File: config.mk
export PLATFORM = sky130hd
export DESIGN_NAME = lzwd_front_flat
export DESIGN_NICKNAME = d
export VERILOG_FILES = /design/src/rtl/core/lzwd_pkg.sv /design/src/rtl/core/lzwd_if.sv /design/src/rtl/core/lzwd_front.sv /design/src/flat_wrapper.sv
export SDC_FILE = /design/constraint.sdc
export NUM_CORES = 1
export LEC_CHECK = 0
export ABC_AREA = 0
export BUFFER_PORTS_ARGS = -buffer_cell sky130_fd_sc_hd__buf_2
export CAP_MARGIN = 10
export CORE_ASPECT_RATIO = 1.25
export CORE_UTILIZATION = 49
export DETAILED_ROUTE_END_ITERATION = 10
export PLACE_DENSITY = 0.75
export SKIP_LAST_GASP = 1
export SYNTH_ARGS = -nofsm -noshare
export SYNTH_HDL_FRONTEND = slang
export SYNTH_SLANG_ARGS = --single-unit
File: constraint.sdc
create_clock -name clk -period 1.8 [get_ports clk]
set_input_delay 0.36 -clock clk [delete_from_list [all_inputs] [get_ports clk]]
set_output_delay 0.36 -clock clk [all_outputs]
set_load 0.03 [all_outputs]
File: src/rtl/core/lzwd_pkg.sv
// Shared types and constants for the LZW stream decoder.
// No dependencies; compiled before every other file of the block.
`timescale 1ns / 1ps
`default_nettype none

package lzwd_pkg;

  // Item operation: feed a compressed byte or pull a decoded byte
  typedef enum logic {
    OP_FEED = 1'b0,
    OP_PULL = 1'b1
  } op_e;

  // Result status codes
  typedef enum logic [1:0] {
    ST_OK       = 2'd0,
    ST_REFUSED  = 2'd1,
    ST_CORRUPT  = 2'd2,
    ST_OVERFLOW = 2'd3
  } status_e;

  // Configuration register indexes
  localparam logic CFG_MAX_BITS   = 1'b0;
  localparam logic CFG_BLOCK_MODE = 1'b1;

  localparam int unsigned CFG_DATA_W     = 5;
  localparam int unsigned MIN_CODE_BITS  = 9;
  localparam int unsigned LITERAL_CODES  = 256;
  localparam int unsigned CLEAR_CODE     = 256;
  localparam int unsigned FIRST_LIMIT    = 511;
  localparam int unsigned BIT_BUF_W      = 24;

  typedef struct packed {
    op_e        mode;
    logic [7:0] data_byte;
  } in_item_t;

  typedef struct packed {
    logic [7:0] out_byte;
    logic       out_valid;
    logic       out_last;
    logic [1:0] status;
  } out_item_t;

  // Head of the item queue as seen by the engine
  typedef struct packed {
    logic     valid;
    in_item_t item;
  } queue_head_t;

  typedef enum logic [2:0] {
    BK_IDLE,
    BK_PULL,
    BK_WALK,
    BK_FINISH,
    BK_WIDEN,
    BK_EMIT
  } back_state_e;

endpackage

`default_nettype wire

File: src/rtl/core/lzwd_if.sv
// Valid/ready channel interfaces for items and results of the decoder.
// Depends on lzwd_pkg for the payload types.
`timescale 1ns / 1ps
`default_nettype none

interface lzwd_in_if;
  logic               valid;
  logic               ready;
  lzwd_pkg::in_item_t data;
  modport source (output valid, output data, input ready);
  modport sink   (input valid, input data, output ready);
endinterface


`default_nettype wire

File: src/rtl/core/lzwd_front.sv
// Front end: accepts items and holds them in a two-entry queue.
// Depends on lzwd_pkg and lzwd_if.
`timescale 1ns / 1ps
`default_nettype none

module lzwd_front (
  input  wire                  clk,
  input  wire                  rst,
  lzwd_in_if.sink              din,
  input  wire                  pop,
  output lzwd_pkg::queue_head_t head
);
  import lzwd_pkg::*;

  in_item_t   ent [2];
  logic       wr_ptr;
  logic       rd_ptr;
  logic [1:0] count;
  logic       push;
  logic       take;

  assign din.ready = (count != 2'd2);
  assign push      = din.valid && din.ready;
  assign take      = pop && (count != 2'd0);

  assign head.valid = (count != 2'd0);
  assign head.item  = ent[rd_ptr];

  // Store accepted items
  always_ff @(posedge clk) begin
    if (push) begin
      ent[wr_ptr] <= din.data;
    end
  end

  // Advance pointers and occupancy
  always_ff @(posedge clk) begin
    if (rst) begin
      wr_ptr <= 1'b0;
      rd_ptr <= 1'b0;
      count  <= 2'd0;
    end else begin
      if (push) wr_ptr <= ~wr_ptr;
      if (take) rd_ptr <= ~rd_ptr;
      count <= count + 2'(push) - 2'(take);
    end
  end

endmodule

`default_nettype wire

File: src/flat_wrapper.sv
// flat-port wrapper written by rule: the top's interface ports become plain ports
module lzwd_front_flat import lzwd_pkg::*;
  (clk, rst, pop, head, din_valid, din_data, din_ready);
  lzwd_in_if din_i ();
  input  wire clk;
  input  wire rst;
  input  wire pop;
  output lzwd_pkg::queue_head_t head;
  input wire logic [$bits(din_i.valid)-1:0] din_valid;
  input wire logic [$bits(din_i.data)-1:0] din_data;
  output wire logic [$bits(din_i.ready)-1:0] din_ready;
  assign din_i.valid = din_valid;
  assign din_i.data = din_data;
  assign din_ready = din_i.ready;
  lzwd_front u_core (.clk(clk), .rst(rst), .din(din_i), .pop(pop), .head(head));
endmodule
==> impl_metrics.env, run 1 <==
export IMPL_critPathKind="reg -> out"
export IMPL_die_area_mm2=0.00198
export IMPL_final_cells=99
export IMPL_dpl_cell_count=95
export IMPL_slowest_stage="dfxtp_2"
export IMPL_max_clock_freq_mhz=599
export IMPL_cts_tree="built"
export IMPL_numCtsBuffers=3
export IMPL_grt_max_degree=13
export IMPL_drv_slew=0
export IMPL_drc_errors=0
export IMPL_crit_family="flip-flops"
export IMPL_clock_path_buffers=2
export IMPL_n_fill_cell=115
export IMPL_grt_pass1_vias=525
export IMPL_slew_headroom=0.716
export IMPL_p_leak_nw=0.424
export IMPL_finalPower_mw=1.54
export IMPL_die_h_um=49.5
export IMPL_gp_congestion=0.611
export IMPL_status="completed"
export IMPL_clock_latency_ns=0.30
export IMPL_synthesis_area_um2=885
export IMPL_clock_sinks=23
export IMPL_critical_path_buf_inv_count=1
export IMPL_post_route_util=0.649
export IMPL_ir_drop_uv=824
export IMPL_r2r_slack_ns=0.24
export IMPL_gr_total_overflow=0
export IMPL_worst_setup_path_end_kind="output pin"
export IMPL_htreeDepth=1
export IMPL_post_route_min_period_ns=1.67
export IMPL_num_vias=505
export IMPL_hold_depth=1
export IMPL_n_antenna_cell=0
export IMPL_drtPass1Iterations=4
export IMPL_cts_root_buf="clkbuf_4"
export IMPL_seq_area_frac_synth=0.724
export IMPL_antenna_found_initial=0
export IMPL_routed_via_density=5.10
export IMPL_powerDensity_mw_per_mm2=1460
export IMPL_path_max_fanout=9
export IMPL_postSynthCellCount=54
export IMPL_floorplan_io_pins=24
export IMPL_initial_core_util=0.546
export IMPL_synth_net_count=69
export IMPL_design_area_mm2=0.00105
export IMPL_wl_per_cell_um=14.3
export IMPL_hold_ws_ns=0.237
export IMPL_finalSetupTns_ns=0
export IMPL_drv_cap=0
export IMPL_worst_slew_pin_transition_ns=0.426
export IMPL_cpPeakStageDelay_ns=0.47
export IMPL_hpwl_mm=1.10
export IMPL_crit_arrival_ns=1.31
export IMPL_worst_slack_ns=0.132
export IMPL_postCtsHoldBufs=0
export IMPL_cp_num_cells=2
export IMPL_syn_avg_cell_area_um2=16.4
export IMPL_grt_pass1_wl_mm=2.21
export IMPL_start_kind="flop"
export IMPL_path_cells="mux2_2, buf_2"
export IMPL_track_usage=0.169
export IMPL_place_ws_ns=0.206
export IMPL_fin_nets=97
export IMPL_hold_class="in -> reg"
export IMPL_io_buffers=23
export IMPL_rr_worst_depth=7
export IMPL_rsz0062_at_grt="no"
export IMPL_regToRegEndpoint="u_core.count[1]$_SDFF_PP0_"
export IMPL_finalHoldViolations=0
export IMPL_syn2layout_area_growth_pct=19.0
export IMPL_drtAntennaViolNets=0
export IMPL_setup_violations=0
export IMPL_yosys_warnings=0
export IMPL_clock_skew_final_ns=0.0103
export IMPL_core_mm2=0.00162
export IMPL_cts_setup_buffers=0
export IMPL_drt_iter0_markers=10
export IMPL_synth_cell_types=17
export IMPL_die_w_um=40.0
export IMPL_drive_gt1_frac=0.481
export IMPL_routed_wl_mm=1.42
export IMPL_synth_seq_cells=23
export IMPL_rows=16
export IMPL_placedInstanceArea_mm2=0.00102
export IMPL_cp_required_ns=1.44
export IMPL_crit_end="head[1]"
export IMPL_timing_final_crit_share=0.927
export IMPL_rr_startpoint="u_core.count[1]$_SDFF_PP0_"
export IMPL_clk_pin_slew_ns=0.12
export IMPL_cts_resized=1
-- logic make-up after synthesis --
kind of cell / synth area share
multiplexers: 0.115
adder cells (fa/ha/maj): 0.0283
AND/OR/NAND/NOR: 0.0750
buffers and inverters: 0.0141
AO/OA/AOI/OAI: 0.0141
XOR/XNOR: 0.0297
flip-flops: 0.724
-- where the power goes --
| part | internal, mW | switching (mW) | total [mW] |
|---|---|---|---|
| combinational | 0.232 | 0.336 | 0.568 |
| sequential | 0.682 | 0.0639 | 0.746 |
| clock | 0.0864 | 0.139 | 0.226 |
-- registers in the layout, summed over array words and instances, names as in the netlist, named ones only --
name and count:
u_core.count 2, u_core.ent 18, u_core.rd_ptr 1, u_core.wr_ptr 1
-- metal layers --
layer / global-route usage / up-vias / part of all wire
li1: - / 247 / -
met1: 0.189 / 238 / 0.38
met2: 0.282 / 18 / 0.55
met3: 0.0495 / 2 / 0.055
met4: 0.0690 / 0 / 0.011
met5: 0 / - / 0
-- Yosys cell counts, drive strengths merged --
| library cell | number | share of area |
|---|---|---|
| nor2b | 2 | 0.014 |
| edfxtp | 18 | 0.61 |
| inv | 2 | 0.0085 |
| ha | 2 | 0.028 |
| nor2 | 4 | 0.017 |
| or2 | 1 | 0.0071 |
| dfxtp | 5 | 0.11 |
| nand3 | 1 | 0.0057 |
| and2 | 1 | 0.0099 |
| xor2 | 1 | 0.0099 |
| and3 | 1 | 0.0071 |
| xnor2 | 2 | 0.020 |
| nand2b | 2 | 0.014 |
| o21ai | 1 | 0.0057 |
| mux2 | 9 | 0.11 |
| buf | 1 | 0.0057 |
| o21a | 1 | 0.0085 |
-- placed cells by master (no fill, tap or decap) --
cell type	n
nand2b_1	2
inv_1	2
xor2_1	1
or2_2	1
dfxtp_1	4
nor2_1	4
clkbuf_1	1
dfxtp_2	1
buf_2	23
and3_1	1
ha_1	2
and2_4	1
nand3_1	1
buf_4	1
clkbuf_4	3
nor2b_1	2
mux2_2	9
o21a_1	1
o21ai_1	1
xnor2_1	2
edfxtp_1	18
-- layout make-up --
cell class | count | area, um2 | share of cell area
well taps | 18 | 22.5 | 0.0214
multi-input cells | 28 | 231 | 0.220
repair buffers | 24 | 123 | 0.117
clock buffers | 4 | 26.3 | 0.0250
inverters | 2 | 7.51 | 0.00713
flip-flops and latches | 23 | 642 | 0.610
-- how the worst min path moves through the flow --
| stage | from | to | slack, ns |
|---|---|---|---|
| 6_report | din_data[3] | u_core.ent[0][3]$_DFFE_PP_ | 0.24 |
| 5_1_grt | din_data[7] | u_core.ent[1][7]$_DFFE_PP_ | 0.23 |
| 4_1_cts | din_data[3] | u_core.ent[1][3]$_DFFE_PP_ | 0.24 |
| 3_5_place_dp | u_core.wr_ptr$_SDFFE_PP0P_ | u_core.wr_ptr$_SDFFE_PP0P_ | 0.48 |
| 3_3_place_gp | u_core.wr_ptr$_SDFFE_PP0P_ | u_core.wr_ptr$_SDFFE_PP0P_ | 0.48 |
| 2_1_floorplan | rst | u_core.count[0]$_SDFF_PP0_ | 0.43 |
Note: power is estimated with default switching activity, not from simulation.
==> run 2, diff against run 1 <==
--- a/config.mk
+++ b/config.mk
@@ -6,9 +6,9 @@
 export NUM_CORES = 1
 export LEC_CHECK = 0
 export ABC_AREA = 0
+export ABC_CLOCK_PERIOD_IN_PS = 1800
 export BUFFER_PORTS_ARGS = -buffer_cell sky130_fd_sc_hd__buf_2
 export CAP_MARGIN = 10
-export CORE_ASPECT_RATIO = 1.25
 export CORE_UTILIZATION = 49
 export DETAILED_ROUTE_END_ITERATION = 10
 export PLACE_DENSITY = 0.75
==> impl_metrics.env, run 2 (synthesized netlist as in run 1, its figures left out) <==
export IMPL_drv_cap=0
export IMPL_grt_pass1_wl_mm=2.08
export IMPL_hold_end="u_core.ent[0][6]$_DFFE_PP_"
export IMPL_ir_drop_uv=807
export IMPL_crit_arrival_ns=1.31
export IMPL_htreeDepth=1
export IMPL_largest_reg_flops=18
export IMPL_numCtsBuffers=3
export IMPL_routed_via_density=4.73
export IMPL_fin_nets=98
export IMPL_min_delay_start="din_data[6]"
export IMPL_n_fill_cell=122
export IMPL_cts_root_buf="clkbuf_4"
export IMPL_setup_violations=0
export IMPL_start_kind="flop"
export IMPL_clock_skew_final_ns=0.00346
export IMPL_max_clock_freq_mhz=597
export IMPL_die_h_um=44.5
export IMPL_gp_congestion=0.711
export IMPL_hold_depth=1
export IMPL_largestRegisters="u_core.ent x18, u_core.count x2"
export IMPL_hold_ws_ns=0.244
export IMPL_die_area_mm2=0.00198
export IMPL_postCtsHoldBufs=0
export IMPL_grt_pass1_vias=489
export IMPL_worst_setup_path_end_kind="output pin"
export IMPL_slew_headroom=0.718
export IMPL_timing_final_crit_share=0.930
export IMPL_cpPeakStageDelay_ns=0.47
export IMPL_clock_sinks=23
export IMPL_routed_wl_mm=1.27
export IMPL_die_w_um=44.5
export IMPL_track_usage=0.156
export IMPL_cp_required_ns=1.44
export IMPL_clk_pin_slew_ns=0.12
export IMPL_p_leak_nw=0.429
export IMPL_clock_latency_ns=0.30
export IMPL_drv_slew=0
export IMPL_worst_slew_pin_transition_ns=0.423
export IMPL_drt_iter0_markers=7
export IMPL_io_buffers=23
export IMPL_path_cells="mux2_2, buf_2"
export IMPL_wl_per_cell_um=11.9
export IMPL_clock_path_buffers=2
export IMPL_hold_class="in -> reg"
export IMPL_cts_tree="built"
export IMPL_finalSetupTns_ns=0
export IMPL_post_route_min_period_ns=1.67
export IMPL_initial_core_util=0.555
export IMPL_regMostFlops="u_core.ent"
export IMPL_finalPower_mw=1.54
export IMPL_powerDensity_mw_per_mm2=1440
export IMPL_top_layer="met4"
export IMPL_hpwl_um=921
export IMPL_finalHoldViolations=0
export IMPL_drive_gt1_frac=0.488
export IMPL_rsz0062_at_grt="no"
export IMPL_rr_startpoint="u_core.count[1]$_SDFF_PP0_"
export IMPL_final_common_cell="buf_2"
export IMPL_slowest_stage="dfxtp_2"
export IMPL_rr_worst_depth=7
export IMPL_n_antenna_cell=0
export IMPL_critPathKind="reg -> out"
export IMPL_grt_max_degree=13
export IMPL_layout_common_cells="buf_2 (23), edfxtp_1 (18), mux2_2 (9), nor2_1 (4), dfxtp_1 (4)"
export IMPL_wl_met2_um=651
export IMPL_antenna_found_initial=0
export IMPL_drtAntennaViolNets=0
export IMPL_regToRegEndpoint="u_core.count[1]$_SDFF_PP0_"
export IMPL_status="completed"
export IMPL_num_vias=501
export IMPL_r2r_slack_ns=0.26
export IMPL_wl_met1_um=537
export IMPL_drtPass1Iterations=2
export IMPL_drc_errors=0
export IMPL_rows=14
export IMPL_floorplan_io_pins=24
export IMPL_gr_total_overflow=0
export IMPL_path_max_fanout=9
export IMPL_core_mm2=0.00159
export IMPL_syn2layout_area_growth_pct=20.7
export IMPL_wl_met3_um=57
## run 2: cell count changes in the layout (fill, tap and decap cells not counted), sizes merged
cell / delta
buf: +1
## run 2: timing repair
item                                    CTS  global route
gates resized for setup                   1             0
endpoints found under the hold margin     0             0
buffers inserted                          0             0
endpoints found under the setup margin    9             0
## run 2: layout make-up
cell class	count	area, um2	area share
clock buffer	4	26.3	0.0246
inverter	2	7.51	0.00703
multi-input combinational	28	231	0.217
sequential	23	642	0.601
tap	24	30.0	0.0281
timing repair buffer	25	130	0.122
## run 2: how the worst max path moves through the flow
| stage | depth (start not counted) | start | slack [ns] | to |
|---|---|---|---|---|
| after floorplan | 3 | u_core.count[0]$_SDFF_PP0_ | 0.07 | u_core.ent[0][0]$_DFFE_PP_ |
| after global placement | 8 | pop | 0.29 | u_core.count[1]$_SDFF_PP0_ |
| after detailed placement | 8 | pop | 0.23 | u_core.count[1]$_SDFF_PP0_ |
| after CTS | 2 | flop | 0.1 | head[4] |
| after global routing | 2 | flop | 0.05 | head[6] |
| final | 2 | flop | 0.13 | head[1] |
## run 2: where the power goes
part	switching [mW]	leakage [nW]	internal (mW)
sequential	0.0635	0.210	0.682
clock	0.139	0.0150	0.0862
combinational	0.332	0.204	0.235
## run 2: routing by layer
layer	vias to the layer above	track usage
met5	-	0
met4	0	0.115
met3	2	0.0408
met2	13	0.256
met1	236	0.173
li1	250	-
## run 2: through the flow
| stage | instance area, um2 | setup WS [ns] | util | instances |
|---|---|---|---|---|
| final | 1070 | 0.126 | 0.670 | 106 |
| after global routing | 1070 | 0.0473 | 0.670 | 106 |
| after CTS | 1070 | 0.0951 | 0.670 | 106 |
| after detailed placement | 1040 | 0.230 | 0.652 | 102 |
| after global placement | 1040 | 0.291 | 0.652 | 102 |
| after floorplan | 885 | 0.0711 | - | 54 |
## run 2: critical path, delay by kind of cell (launching register included)
| family | cells | cell delay (ns) |
|---|---|---|
| flops | 1 | 0.47 |
| buf+inv | 1 | 0.18 |
| mux | 1 | 0.37 |
==> run 3, diff against run 2 <==
==> constraint.sdc (replaced) <==
create_clock -name clk -period 1.8 [get_ports clk]
set_input_delay 0.27 -clock clk [delete_from_list [all_inputs] [get_ports clk]]
set_output_delay 0.27 -clock clk [all_outputs]
set_load 0.03 [all_outputs]
==> impl_metrics.env, run 3 (synthesized netlist as in run 1, its figures left out) <==
export IMPL_slowest_stage="dfxtp_2"
export IMPL_largest_reg_flops=18
export IMPL_wl_per_cell_um=12.8
export IMPL_worst_setup_path_end_kind="output pin"
export IMPL_max_clock_freq_mhz=634
export IMPL_timing_final_crit_share=0.877
export IMPL_final_common_cell="buf_2"
export IMPL_track_usage=0.164
export IMPL_fin_nets=98
export IMPL_initial_core_util=0.555
export IMPL_drtAntennaViolNets=0
export IMPL_layout_common_cells="buf_2 (23), edfxtp_1 (18), mux2_2 (9), nor2_1 (4), dfxtp_1 (4)"
export IMPL_clock_sinks=23
export IMPL_drt_iter0_markers=2
export IMPL_post_route_min_period_ns=1.58
export IMPL_gp_congestion=0.666
export IMPL_routed_wl_mm=1.36
export IMPL_cts_root_buf="clkbuf_4"
export IMPL_regMostFlops="u_core.ent"
export IMPL_crit_family="flip-flops"
export IMPL_syn2layout_area_growth_pct=20.7
export IMPL_die_area_mm2=0.00198
export IMPL_finalHoldViolations=0
export IMPL_cts_tree="built"
export IMPL_die_w_um=44.5
export IMPL_hpwl_mm=1.03
export IMPL_core_mm2=0.00159
export IMPL_crit_arrival_ns=1.31
export IMPL_htreeDepth=1
export IMPL_num_vias=492
export IMPL_drv_cap=0
export IMPL_drv_slew=0
export IMPL_cpPeakStageDelay_ns=0.47
export IMPL_cp_required_ns=1.53
export IMPL_largestRegisters="u_core.ent x18, u_core.count x2"
export IMPL_clk_pin_slew_ns=0.11
export IMPL_clock_latency_ns=0.29
export IMPL_rows=14
export IMPL_drtPass1Iterations=4
export IMPL_antenna_found_initial=0
export IMPL_grt_pass1_wl_mm=2.20
export IMPL_finalSetupTns_ns=0
export IMPL_io_buffers=23
export IMPL_clock_skew_final_ns=0.00251
export IMPL_floorplan_io_pins=24
export IMPL_status="completed"
export IMPL_hold_class="in -> reg"
export IMPL_path_cells="mux2_2, buf_2"
export IMPL_hold_ws_ns=0.160
export IMPL_numCtsBuffers=3
export IMPL_drc_errors=0
export IMPL_path_max_fanout=9
export IMPL_grt_pass1_vias=499
export IMPL_setup_violations=0
export IMPL_powerDensity_mw_per_mm2=1440
export IMPL_start_kind="flop"
export IMPL_cts_setup_buffers=0
export IMPL_die_h_um=44.5
export IMPL_drive_gt1_frac=0.488
export IMPL_critical_path_buf_inv_count=1
export IMPL_routed_via_density=4.64
export IMPL_rsz0062_at_grt="no"
export IMPL_p_leak_nw=0.429
export IMPL_grt_max_degree=13
export IMPL_n_antenna_cell=0
export IMPL_slew_headroom=0.713
export IMPL_r2r_slack_ns=0.24
export IMPL_gr_total_overflow=0
export IMPL_ir_drop_uv=845
export IMPL_critPathKind="reg -> out"
export IMPL_worst_slew_pin_transition_ns=0.431
export IMPL_clock_path_buffers=2
-- run 3: cell counts in the layout (fill, tap and decap cells not counted) --
No cell type changed its count.
-- run 3: metrics by stage --
step | power [mW] | setup WS [ns] | instance area, um2 | std cells | utilization
3_5_place_dp | 1.34 | 0.260 | 1040 | 102 | 0.652
6_report | 1.54 | 0.222 | 1070 | 106 | 0.670
5_1_grt | 1.62 | 0.149 | 1070 | 106 | 0.670
3_3_place_gp | 1.32 | 0.351 | 1040 | 102 | 0.652
4_1_cts | 1.56 | 0.0549 | 1070 | 106 | 0.669
2_1_floorplan | 1.17 | 0.0711 | 885 | 54 | -
-- run 3: report_power, final --
part,switching (mW),total (mW),internal [mW]
registers,0.0655,0.748,0.682
clock network,0.130,0.216,0.0861
logic,0.336,0.571,0.235
total,0.531,1.54,1.00
-- run 3: area by class of cell --
type | count | area [um2]
sequential | 23 | 642
fill | 133 | 527
multi-input combinational | 28 | 231
timing repair buffer | 25 | 130
tap | 24 | 30.0
clock buffer | 4 | 26.3
inverter | 2 | 7.51
-- run 3: timing repair --
| action | CTS | global route |
|---|---|---|
| endpoints found under the setup margin | 0 | 3 |
| gates resized for setup | 0 | 1 |
| endpoints found under the hold margin | 0 | 0 |
| hold buffers | 0 | 0 |
-- run 3: worst paths after layout --
check,start,to,cells after the start
worst min-delay path,din_data[1],u_core.ent[1][1]$_DFFE_PP_,1
worst max register to register,u_core.count[0]$_SDFF_PP0_,u_core.count[1]$_SDFF_PP0_,7
worst min register to register,u_core.wr_ptr$_SDFFE_PP0P_,u_core.wr_ptr$_SDFFE_PP0P_,2
worst max-delay path,flop,head[1],2
-- run 3: routing by layer --
metal | up-vias | GRT usage | share of wire
li1 | 251 | - | -
met3 | 2 | 0.0367 | 0.041
met2 | 11 | 0.285 | 0.54
met1 | 228 | 0.186 | 0.41
met5 | - | 0 | 0
met4 | 0 | 0.0909 | 0.0066
-- run 3: worst reg2reg max path: cells and delay by family (launching register included) --
family	cells	cell delay, ns
AND/OR/NAND/NOR	1	0.06
XOR/XNOR	2	0.35
buffers and inverters	1	0.06
AO/OA/AOI/OAI	1	0.22
flip-flops	1	0.35
adder cells (fa/ha/maj)	2	0.43
